<file path="src/design/eqfqs_pkg.sv">
`default_nettype none

package eqfqs_pkg;

	localparam int BOARD_SIZE_DEF = 8;
	localparam int COL_W          = 3;
	localparam int MAX_ROWS       = 8;
	localparam int PLACE_W        = COL_W * MAX_ROWS;

	typedef struct packed {
		logic [COL_W-1:0] fixed_row;
		logic [COL_W-1:0] fixed_col;
	} req_t;

	typedef struct packed {
		logic               found;
		logic [PLACE_W-1:0] placement;
	} rsp_t;

	typedef enum logic [1:0] {
		ST_IDLE,
		ST_LOAD,
		ST_SEARCH
	} state_t;

	// one step of the search engine per cycle; the final step waits for a free output
	typedef enum logic [2:0] {
		ACT_NONE,
		ACT_LOAD,
		ACT_SKIP,
		ACT_NEXT_COL,
		ACT_PLACE,
		ACT_BACK,
		ACT_DONE,
		ACT_FAIL
	} act_t;

endpackage

`default_nettype wire

</file>
<file path="src/design/eight_queens_fixed_queen_search_unit.sv">
`default_nettype none

// Channel   Direction  Handshake              Payload
// req       in         req_valid / req_ready  eqfqs_pkg::req_t  (fixed_row, fixed_col)
// rsp       out        rsp_valid / rsp_ready  eqfqs_pkg::rsp_t  (found, placement)
//
// Steps: the fixed queen is loaded first, then one search step per cycle
//   (one column probe, one row advance or one backtrack), set by the single
//   occupancy/index unit; the final step waits until the result register is
//   free, and the result is then registered.
// Reset: arst_n clears the sequencer, the occupancy flags and the result valid.
// Stalls: req_ready is high only while the sequencer is idle; a finished
//   result sits in the output register, and the engine holds on its final
//   step while that register is still full.

module eight_queens_fixed_queen_search_unit #(
	parameter int BOARD_SIZE = eqfqs_pkg::BOARD_SIZE_DEF
) (
	input  wire logic            clk,
	input  wire logic            arst_n,
	input  wire logic            req_valid,
	output logic                 req_ready,
	input  wire eqfqs_pkg::req_t req,
	output logic                 rsp_valid,
	input  wire logic            rsp_ready,
	output eqfqs_pkg::rsp_t      rsp
);

	localparam int DW = 2 * BOARD_SIZE - 1;      // diagonal count
	localparam int SW = $clog2(DW);              // diagonal index width
	localparam int RB = $clog2(BOARD_SIZE);      // row / column index width
	localparam int RW = RB + 2;                  // signed row counter, reaches -1 and N
	localparam int CW = $clog2(BOARD_SIZE + 1);  // column counter, reaches N

	eqfqs_pkg::state_t state_q, state_d;
	eqfqs_pkg::act_t   act;

	logic [eqfqs_pkg::COL_W-1:0] fr_q, fc_q;
	logic signed [RW-1:0]        r_q;
	logic [CW-1:0]               c_q;
	logic [BOARD_SIZE-1:0]       col_used_q;
	logic [DW-1:0]               sum_used_q;
	logic [DW-1:0]               diff_used_q;
	logic [eqfqs_pkg::COL_W-1:0] row_col_q [BOARD_SIZE];
	logic                        rsp_valid_q;
	eqfqs_pkg::rsp_t             rsp_q;

	logic                        out_free;
	logic                        off_board;
	logic signed [RW-1:0]        fr_s;
	logic signed [RW-1:0]        r_m1;
	logic signed [RW-1:0]        rb;
	logic [eqfqs_pkg::COL_W-1:0] cb;
	logic                        col_done;

	// shared occupancy unit
	logic [RB-1:0]         u_row, u_col;
	logic [SW-1:0]         sum_idx, diff_idx;
	logic [BOARD_SIZE-1:0] cm;
	logic [DW-1:0]         sm, dm;
	logic                  sq_free;

	logic [eqfqs_pkg::PLACE_W-1:0] packed_w;

	assign out_free  = !rsp_valid_q || rsp_ready;
	assign off_board = ({1'b0, fr_q} >= (eqfqs_pkg::COL_W + 1)'(BOARD_SIZE)) ||
		({1'b0, fc_q} >= (eqfqs_pkg::COL_W + 1)'(BOARD_SIZE));
	assign fr_s      = $signed(RW'(fr_q));
	assign r_m1      = r_q - $signed(RW'(1));
	// backtrack target skips over the fixed row
	assign rb        = (r_m1 == fr_s) ? (r_q - $signed(RW'(2))) : r_m1;
	assign cb        = row_col_q[rb[RB-1:0]];
	assign col_done  = (c_q >= CW'(BOARD_SIZE));

	// operand select: fixed queen on load, backtrack square once a row is
	// exhausted, else the square under probe
	always_comb begin
		if (state_q == eqfqs_pkg::ST_LOAD) begin
			u_row = fr_q[RB-1:0];
			u_col = fc_q[RB-1:0];
		end else if (col_done) begin
			u_row = rb[RB-1:0];
			u_col = cb[RB-1:0];
		end else begin
			u_row = r_q[RB-1:0];
			u_col = c_q[RB-1:0];
		end
	end

	assign sum_idx  = SW'(u_row) + SW'(u_col);
	assign diff_idx = SW'(u_row) + SW'(BOARD_SIZE - 1) - SW'(u_col);
	assign cm       = BOARD_SIZE'(1) << u_col;
	assign sm       = DW'(1) << sum_idx;
	assign dm       = DW'(1) << diff_idx;
	assign sq_free  = !(|(col_used_q & cm)) && !(|(sum_used_q & sm)) &&
		!(|(diff_used_q & dm));

	// rows at or above the board size pack as zero
	always_comb begin
		packed_w = '0;
		for (int k = 0; k < BOARD_SIZE; k++) begin
			packed_w[eqfqs_pkg::COL_W*k +: eqfqs_pkg::COL_W] = row_col_q[k];
		end
	end

	always_ff @(posedge clk or negedge arst_n) begin
		if (!arst_n) begin
			state_q <= eqfqs_pkg::ST_IDLE;
		end else begin
			state_q <= state_d;
		end
	end

	// sequencer: picks one step per cycle, holding the final step while the output is full
	always_comb begin
		state_d   = state_q;
		act       = eqfqs_pkg::ACT_NONE;
		req_ready = 1'b0;
		unique case (state_q)
			eqfqs_pkg::ST_IDLE: begin
				req_ready = 1'b1;
				if (req_valid) begin
					state_d = eqfqs_pkg::ST_LOAD;
				end
			end
			eqfqs_pkg::ST_LOAD: begin
				if (!off_board) begin
					act     = eqfqs_pkg::ACT_LOAD;
					state_d = eqfqs_pkg::ST_SEARCH;
				end else if (out_free) begin
					act     = eqfqs_pkg::ACT_FAIL;
					state_d = eqfqs_pkg::ST_IDLE;
				end
			end
			eqfqs_pkg::ST_SEARCH: begin
				if (r_q == fr_s) begin
					act = eqfqs_pkg::ACT_SKIP;
				end else if (r_q >= $signed(RW'(BOARD_SIZE))) begin
					if (out_free) begin
						act     = eqfqs_pkg::ACT_DONE;
						state_d = eqfqs_pkg::ST_IDLE;
					end
				end else if (!col_done) begin
					act = sq_free ? eqfqs_pkg::ACT_PLACE : eqfqs_pkg::ACT_NEXT_COL;
				end else if (!rb[RW-1]) begin
					act = eqfqs_pkg::ACT_BACK;
				end else if (out_free) begin
					act     = eqfqs_pkg::ACT_FAIL;
					state_d = eqfqs_pkg::ST_IDLE;
				end
			end
			default: begin
				state_d = eqfqs_pkg::ST_IDLE;
			end
		endcase
	end

	always_ff @(posedge clk or negedge arst_n) begin
		if (!arst_n) begin
			r_q         <= '0;
			c_q         <= '0;
			col_used_q  <= '0;
			sum_used_q  <= '0;
			diff_used_q <= '0;
			rsp_valid_q <= 1'b0;
		end else begin
			if (rsp_ready) begin
				rsp_valid_q <= 1'b0;
			end
			case (act)
				eqfqs_pkg::ACT_LOAD: begin
					col_used_q  <= cm;
					sum_used_q  <= sm;
					diff_used_q <= dm;
					r_q         <= '0;
					c_q         <= '0;
				end
				eqfqs_pkg::ACT_SKIP: begin
					r_q <= r_q + $signed(RW'(1));
					c_q <= '0;
				end
				eqfqs_pkg::ACT_NEXT_COL: begin
					c_q <= c_q + CW'(1);
				end
				eqfqs_pkg::ACT_PLACE: begin
					col_used_q  <= col_used_q | cm;
					sum_used_q  <= sum_used_q | sm;
					diff_used_q <= diff_used_q | dm;
					r_q         <= r_q + $signed(RW'(1));
					c_q         <= '0;
				end
				eqfqs_pkg::ACT_BACK: begin
					col_used_q  <= col_used_q & ~cm;
					sum_used_q  <= sum_used_q & ~sm;
					diff_used_q <= diff_used_q & ~dm;
					r_q         <= rb;
					c_q         <= CW'(cb) + CW'(1);
				end
				eqfqs_pkg::ACT_DONE,
				eqfqs_pkg::ACT_FAIL: begin
					rsp_valid_q <= 1'b1;
				end
				default: begin
				end
			endcase
		end
	end

	// payload registers
	always_ff @(posedge clk) begin
		if (req_valid && req_ready) begin
			fr_q <= req.fixed_row;
			fc_q <= req.fixed_col;
		end
		if (act == eqfqs_pkg::ACT_LOAD || act == eqfqs_pkg::ACT_PLACE) begin
			row_col_q[u_row] <= eqfqs_pkg::COL_W'(u_col);
		end
		if (act == eqfqs_pkg::ACT_DONE) begin
			rsp_q.found     <= 1'b1;
			rsp_q.placement <= packed_w;
		end else if (act == eqfqs_pkg::ACT_FAIL) begin
			rsp_q.found     <= 1'b0;
			rsp_q.placement <= '0;
		end
	end

	assign rsp_valid = rsp_valid_q;
	assign rsp       = rsp_q;

`ifndef ASSERT_OFF
	// the row counter never goes negative while searching
	a_row_nonneg: assert property (@(posedge clk) disable iff (!arst_n)
		(state_q == eqfqs_pkg::ST_SEARCH) |-> !r_q[RW-1])
		else $error("row counter negative during search");

	// every queen occupies exactly one column and one diagonal of each kind
	a_flags_agree: assert property (@(posedge clk) disable iff (!arst_n)
		(state_q == eqfqs_pkg::ST_SEARCH) |->
		($countones(col_used_q) == $countones(sum_used_q)) &&
		($countones(col_used_q) == $countones(diff_used_q)))
		else $error("occupancy flags out of step");

	// a found result carries a full board of queens
	a_found_full: assert property (@(posedge clk) disable iff (!arst_n)
		($rose(rsp_valid_q) && rsp_q.found) |->
		($countones(col_used_q) == BOARD_SIZE))
		else $error("found reported with incomplete placement");
`endif

endmodule

`default_nettype wire

</file>
<file path="config.mk">
export PLATFORM = sky130hd
export DESIGN_NAME = eight_queens_fixed_queen_search_unit
export DESIGN_NICKNAME = d
export VERILOG_FILES = /design/src/design/eqfqs_pkg.sv /design/src/design/eight_queens_fixed_queen_search_unit.sv
export SDC_FILE = /design/constraint.sdc
export NUM_CORES = 1
export LEC_CHECK = 0
export ABC_AREA = 1
export BUFFER_PORTS_ARGS = -buffer_cell sky130_fd_sc_hd__buf_2
export CAP_MARGIN = 20
export CORE_ASPECT_RATIO = 1.2
export CORE_MARGIN = 1.5
export CORE_UTILIZATION = 23
export CTS_BUF_LIST = sky130_fd_sc_hd__clkbuf_4 sky130_fd_sc_hd__clkbuf_8
export DETAILED_ROUTE_END_ITERATION = 8
export PLACE_DENSITY = 0.42
export SLEW_MARGIN = 0
export SYNTH_ARGS = -nofsm -noshare
export SYNTH_HDL_FRONTEND = slang
export SYNTH_SLANG_ARGS = --single-unit
</file>
<file path="constraint.sdc">
create_clock -name clk -period 7.3 [get_ports clk]
set_input_delay 0.365 -clock clk [delete_from_list [all_inputs] [get_ports clk]]
set_output_delay 0.365 -clock clk [all_outputs]
set_load 0.03 [all_outputs]
</file>
Yosys cells after proc, flatten, opt, wreduce, memory -nomap -nowiden
Memory sizes are Yosys's and may differ from the RTL's. Index checks and enable logic that the tools add are counted.

Register bits after elaboration: 81. Memory bits (writable): 24. Input port bits: 10. Output and inout port bits: 27. Word-level logic and storage cells: 106. Memories kept: 1.

Add/subtract/negate cells: 8. Magnitude comparators: 2. Equal/unequal tests: 15. Shift operators: 3. Muxes and demuxes: 32. Bitwise operators: 12. Reduce and logical (&&, ||, !) cells: 22.

Memories: row_col_q (depth 8, bits a word 3, read ports 9, clocked after memory_dff 0, wr ports 1, RTL line eight_queens_fixed_queen_search_unit.sv:44) `logic [eqfqs_pkg::COL_W-1:0] row_col_q [BOARD_SIZE];`.

Operators by type and width (number): $pmux 15 s3 (2); $and 15x15->15 (4); $mux 24 (2); $mux 3 (11); $not 15->15 (2); $or 15x15->15 (2); $reduce_or 15->1 (2); $shl 1x4->15 const A (2); $pmux 8 s3 (1); $and 8x8->8 (2); $pmux 5 s3 (1); $eq 3x3->1 const B (4); $mux 2 (6); $pmux 4 s3 (1); $eq 5x4->1 (2); $reduce_bool 3->1 (3); $not 8->8 (1); $or 8x8->8 (1); $reduce_or 8->1 (1); $shl 1x3->8 const A (1); $eq 3x2->1 const B (2); $ne 3x3->1 const B (2); $pmux 2 s3 (1); $pmux 3 s2 (1); other kinds (24) (37).

Depth between registers and ports, before layout
An unclocked memory read counts as a cell.

Depth after elaboration: 22. Depth in mapped cells: 42. Depth with buffers taken out: 41.

Least setup slack after synthesis
OpenSTA, ideal clock, no wires.

Path kind: register -> register. From: register r_q[1]. To: register rsp_q (netlist bit rsp[0]), enable pin. Setup time: 0.379 ns. Arrival: 5.250 ns. Data required time: 6.921 ns. Setup slack: 1.671 ns. Cell stages (with the launch flop): 35. Period minus slack after synthesis: 5.629 ns. Cells stage by stage: dfrtp_1 -> inv_1 -> ha_1 -> nand2_1 -> inv_1 -> nor2_1 -> nand3_4 -> nor2_8 -> nand2_8 -> nand2_4 -> buf_6 -> nand3_1 -> nand3_1 -> nand3_1 -> nand2_1 -> nand2_2 -> nand2_1 -> nand2_2 -> ha_1 -> a21o_1 -> a31oi_1 -> inv_1 -> nand2_1 -> inv_1 -> nand2_1 -> o2111ai_1 -> nor4_1 -> nand4_1 -> nor2_1 -> nand3_1 -> nand2_2 -> nand2_1 -> inv_1 -> nand2_1 -> inv_1.

Longest elaborated chain between the ends: 20.

RTL lines: start: declaration (RTL line eight_queens_fixed_queen_search_unit.sv:39) `logic signed [RW-1:0] r_q;`; start signal: assignment (RTL line eight_queens_fixed_queen_search_unit.sv:179) `r_q <= r_q + $signed(RW'(1));`; start signal: assignment (RTL line eight_queens_fixed_queen_search_unit.sv:189) `r_q <= r_q + $signed(RW'(1));`; start signal: assignment (RTL line eight_queens_fixed_queen_search_unit.sv:196) `r_q <= rb;`; $sub 5x2->5 (RTL line eight_queens_fixed_queen_search_unit.sv:69) `assign r_m1 = r_q - $signed(RW'(1));`; $eq 5x4->1 (RTL line eight_queens_fixed_queen_search_unit.sv:71) `assign rb = (r_m1 == fr_s) ? (r_q - $signed(RW'(2))) : r_m1;`; $mux 5 (*) (RTL line eight_queens_fixed_queen_search_unit.sv:71); $mem_v2 8x3 (*); $mux 3 (*) (RTL line eight_queens_fixed_queen_search_unit.sv:81) `end else if (col_done) begin`; $mux 3 (*) (RTL line eight_queens_fixed_queen_search_unit.sv:78) `if (state_q == eqfqs_pkg::ST_LOAD) begin`; via u_col[2] (RTL line eight_queens_fixed_queen_search_unit.sv:57) `logic [RB-1:0] u_row, u_col;`; $add 3x3->4 (RTL line eight_queens_fixed_queen_search_unit.sv:90) `assign sum_idx = SW'(u_row) + SW'(u_col);`; [... 5 more ...]; $logic_and 1x1->1 (*) (RTL line eight_queens_fixed_queen_search_unit.sv:95) `assign sq_free = !(|(col_used_q & cm)) && !(|(sum_used_q & sm)) &&`; $mux 3 (*) (RTL line eight_queens_fixed_queen_search_unit.sv:144) `act = sq_free ? eqfqs_pkg::ACT_PLACE : eqfqs_pkg::ACT_NEXT_COL;`; $mux 3 (*) (RTL line eight_queens_fixed_queen_search_unit.sv:143) `end else if (!col_done) begin`; $mux 3 (*) (RTL line eight_queens_fixed_queen_search_unit.sv:138) `end else if (r_q >= $signed(RW'(BOARD_SIZE))) begin`; $mux 3 (*) (RTL line eight_queens_fixed_queen_search_unit.sv:136) `if (r_q == fr_s) begin`; $pmux 3 s2 (*) (RTL line eight_queens_fixed_queen_search_unit.sv:119) `unique case (state_q)`; $eq 3x3->1, on equally long branches (RTL line eight_queens_fixed_queen_search_unit.sv:218, eight_queens_fixed_queen_search_unit.sv:221); $reduce_bool 2->1 (no source line) (*); end: declaration (RTL line eight_queens_fixed_queen_search_unit.sv:46) `eqfqs_pkg::rsp_t rsp_q;`.

Mark *: on every way through the listed nets, which the timed path passes. The rest lies on a longest branch. A chain may end at the register's enable or synchronous reset.

Final worst setup path
From: register r_q[1]. To: memory row_col_q[2][1] (netlist bit), enable pin.

Longest elaborated chain between the ends: 22.

RTL lines: $sub 5x2->5 (RTL line eight_queens_fixed_queen_search_unit.sv:69); $eq 5x4->1 (RTL line eight_queens_fixed_queen_search_unit.sv:71); $mux 5 (*) (RTL line eight_queens_fixed_queen_search_unit.sv:71); $mem_v2 8x3 (*); $mux 3 (*) (RTL line eight_queens_fixed_queen_search_unit.sv:81); $mux 3 (*) (RTL line eight_queens_fixed_queen_search_unit.sv:78); via u_col[1] (RTL line eight_queens_fixed_queen_search_unit.sv:57); $add 3x3->4 (RTL line eight_queens_fixed_queen_search_unit.sv:90); [... 7 more ...]; $mux 3 (*) (RTL line eight_queens_fixed_queen_search_unit.sv:143); $mux 3 (*) (RTL line eight_queens_fixed_queen_search_unit.sv:138); $mux 3 (*) (RTL line eight_queens_fixed_queen_search_unit.sv:136); $pmux 3 s2 (*) (RTL line eight_queens_fixed_queen_search_unit.sv:119); $eq 3x1->1 or $eq 3x3->1 (tied branches) (RTL line eight_queens_fixed_queen_search_unit.sv:215) `if (act == eqfqs_pkg::ACT_LOAD || act == eqfqs_pkg::ACT_PLACE) begin`; $logic_or 1x1->1 (*) (RTL line eight_queens_fixed_queen_search_unit.sv:215); $mux 1 (*) (RTL line eight_queens_fixed_queen_search_unit.sv:215); $mux 1 (not written as such) (*) (RTL line eight_queens_fixed_queen_search_unit.sv:216) `row_col_q[u_row] <= eqfqs_pkg::COL_W'(u_col);`; end: declaration (RTL line eight_queens_fixed_queen_search_unit.sv:44).

Marked as above.

==> flow_metrics.env <==
export IMPL_status="finished clean"
export IMPL_cts_buffers=9
export IMPL_crit_path_end_kind="flip-flop"
export IMPL_core_area_um2=27200
export IMPL_die_h_um=186
export IMPL_start_util=0.235
export IMPL_start_kind="flip-flop"
export IMPL_nets=785
export IMPL_numClockSinks=105
export IMPL_worstSetupPathType="flip-flop to flip-flop"
export IMPL_slowest_delay_ns=0.55
export IMPL_cts_tree="done"
export IMPL_hold_violations=0
export IMPL_layout_min_cycle_time_ns=6.68
export IMPL_path_clk_slew_ns=0.13
export IMPL_critPathMaxFanout=18
export IMPL_die_w_um=155
export IMPL_crit_top_cell="nand2_1"
export IMPL_hold_path_class="primary input to asynchronous set/reset pin"
export IMPL_rsz0062_at_grt="no"
export IMPL_ys_seq_area_frac=0.453
export IMPL_root_buffer="clkbuf_8"
export IMPL_timing_final_crit_share=0.915
export IMPL_area_delta_synth_final_pct=11.9
export IMPL_grt_overflow=0
export IMPL_gp_congestion=0.817
export IMPL_drc=0
export IMPL_p_leak_nw=3.24
export IMPL_vias=4895
export IMPL_drv_slew=0
export IMPL_synth_cells=720
export IMPL_diodes=0
export IMPL_synth_edff_count=54
export IMPL_synth_fp_nets=748
export IMPL_die_area_um2=28800
export IMPL_dp_cells=1086
export IMPL_finClkSkew_ns=0.0196
export IMPL_crit_path_top_delay_cell="dfrtp_1"
export IMPL_synth_largest_area_cell="edfxtp_1"
export IMPL_dr_first_iter_drc_count=280
export IMPL_viasPerCell=4.44
export IMPL_synth_area_leaders="edfxtp_1 (25%), dfrtp_1 (20%), nand2_1 (9.6%)"
export IMPL_clk_latency_ns=0.41
export IMPL_synth_distinct_cells=55
export IMPL_synth_area_um2=6390
export IMPL_worstPathRequired_ns=7.40
export IMPL_synth_main_ff_cell="edfxtp_1"
export IMPL_worst_slew_pin_slew_ns=0.814
export IMPL_io_pins=37
export IMPL_dr_pass1_iters=5
export IMPL_wl_per_cell_um=14.8
export IMPL_finalWirelength_um=16300
export IMPL_h_tree_depth=3
export IMPL_ys_async_sr_fraction=0.476
export IMPL_grt_max_degree=51
export IMPL_fin_tns_setup_ns=0
export IMPL_antenna_found_initial=0
export IMPL_grt_pass1_wl_um=26600
export IMPL_post_cts_buffers=0
export IMPL_clockBufferDepth=2
export IMPL_hpwl_um=11900
export IMPL_stdcell_count=1102
export IMPL_cp_arrival_ns=6.79
export IMPL_port_buffers=36
export IMPL_synth_commonest_cells="nand2_1 (163), inv_1 (93), nand3_1 (65)"
export IMPL_antenna_left=0
export IMPL_drive_gt1_frac=0.184
export IMPL_core_rowCount=66
export IMPL_slew_headroom=0.452
export IMPL_post_synth_top_count_cell="nand2_1"
export IMPL_fmax_mhz=150
export IMPL_avgSynthCellArea_um2=8.87
export IMPL_synth_top_area_frac=0.254
export IMPL_synth_seq_cells=105
export IMPL_vdd_ir_drop_max_v=0.000203
export IMPL_grt_pass1_vias=4805
export IMPL_finalSetupViolCount=0
export IMPL_drv_cap=0
export IMPL_power_density_nw_per_um2=448
export IMPL_grt_usage=0.120
export IMPL_yosysWarnings=0
-- per-stage QoR --
step	power (mW)	cell area, µm²	setup slack [ns]	util	hold slack, ns
5_1_grt	3.50	7150	0.0102	0.263	0.112
4_1_cts	3.24	7140	0.532	0.263	0.0909
3_5_place_dp	2.83	6930	0.547	0.255	0.443
6_report	3.20	7150	0.618	0.263	0.0561
3_3_place_gp	2.84	6930	0.598	0.255	0.443
2_1_floorplan	2.37	6390	1.67	-	0.0694
-- path summary, 6_finish.rpt --
path,from,endpoint,slack (ns),cells past startpoint
max,r_q[1]$_DFFE_PN0P_,row_col_q[2][1]$_DFFE_PP_,0.62,36
min,arst_n,sum_used_q[5]$_DFFE_PN0P_,0.06,2
max reg2reg,r_q[1]$_DFFE_PN0P_,row_col_q[2][1]$_DFFE_PP_,0.62,36
min reg2reg,rsp[24]$_SDFFE_PP1P_,rsp[24]$_SDFFE_PP1P_,0.47,2
max in group asynchronous,arst_n,state_q[0]$_DFFE_PN0P_,6.73,2
min in group clk,req[3],fr_q[0]$_DFFE_PP_,0.14,1
-- what timing repair did --
item | 4_1_cts | 5_1_grt
gates resized for setup | 0 | 2
hold buffers | 0 | 0
setup endpoints to repair | 0 | 1
-- routing by layer --
metal,share of wire,track usage,up-vias
li1,-,-,2486
met2,0.49,0.207,79
met5,0,0,-
met1,0.46,0.150,2312
met4,0.022,0.0469,0
met3,0.025,0.0168,18
-- cell usage in the layout, fill, tap and decap left out, types with 16 or more instances in the layout --
| cell | Yosys | layout |
|---|---|---|
| dfrtp_1 | 50 | 50 |
| ha_1 | 16 | 16 |
| inv_1 | 93 | 93 |
| nand2_2 | 18 | 18 |
| edfxtp_1 | 54 | 54 |
| buf_2 | 11 | 36 |
| nor3_1 | 16 | 16 |
| nor2_1 | 55 | 55 |
| a21oi_1 | 23 | 23 |
| nand2_1 | 163 | 163 |
| o21ai_0 | 28 | 28 |
| nand3_1 | 65 | 65 |
-- sequential cells by signal, indices dropped and copies added (netlist names) --
register     count
rsp_valid        1
c_q              4
rsp             25
r_q              5
fr_q             3
state_q          2
diff_used_q     15
fc_q             3
row_col_q       24
sum_used_q      15
col_used_q       8
-- report_power, final --
| group | leakage (nW) | total, mW | internal, mW | switching (mW) |
|---|---|---|---|---|
| sequential | 1.20 | 0.850 | 0.776 | 0.0745 |
| clock | 0.107 | 0.397 | 0.142 | 0.255 |
| combinational | 1.93 | 1.95 | 0.597 | 1.36 |
| total | 3.24 | 3.20 | 1.51 | 1.69 |
-- cell families after synthesis --
| family | Yosys count | synth area share |
|---|---|---|
| buffers and inverters | 128 | 0.0901 |
| adders and majority gates | 18 | 0.0376 |
| xor gates and xnor gates | 9 | 0.0123 |
| DFF | 105 | 0.453 |
| AOI/OAI and AO/OA | 114 | 0.155 |
| and+or+nand+nor | 346 | 0.252 |
-- area by class of cell --
cell class / instances / area, µm²
fill: 2899 / 20000
multi-input combinational: 487 / 2920
sequential: 105 / 2890
tap: 340 / 425
inverter: 103 / 392
timing repair buffer: 51 / 305
clock buffer: 9 / 124
clock inverter: 7 / 88.8
-- critical path: cells and delay by family, from the launching register on --
family / cells / cell delay [ns]
fa+ha+maj: 2 / 0.67
buf+inv: 7 / 1.02
simple gates: 25 / 3.71
compound gates: 2 / 0.42
flops: 1 / 0.55
Power figures use the tool's default switching activity.
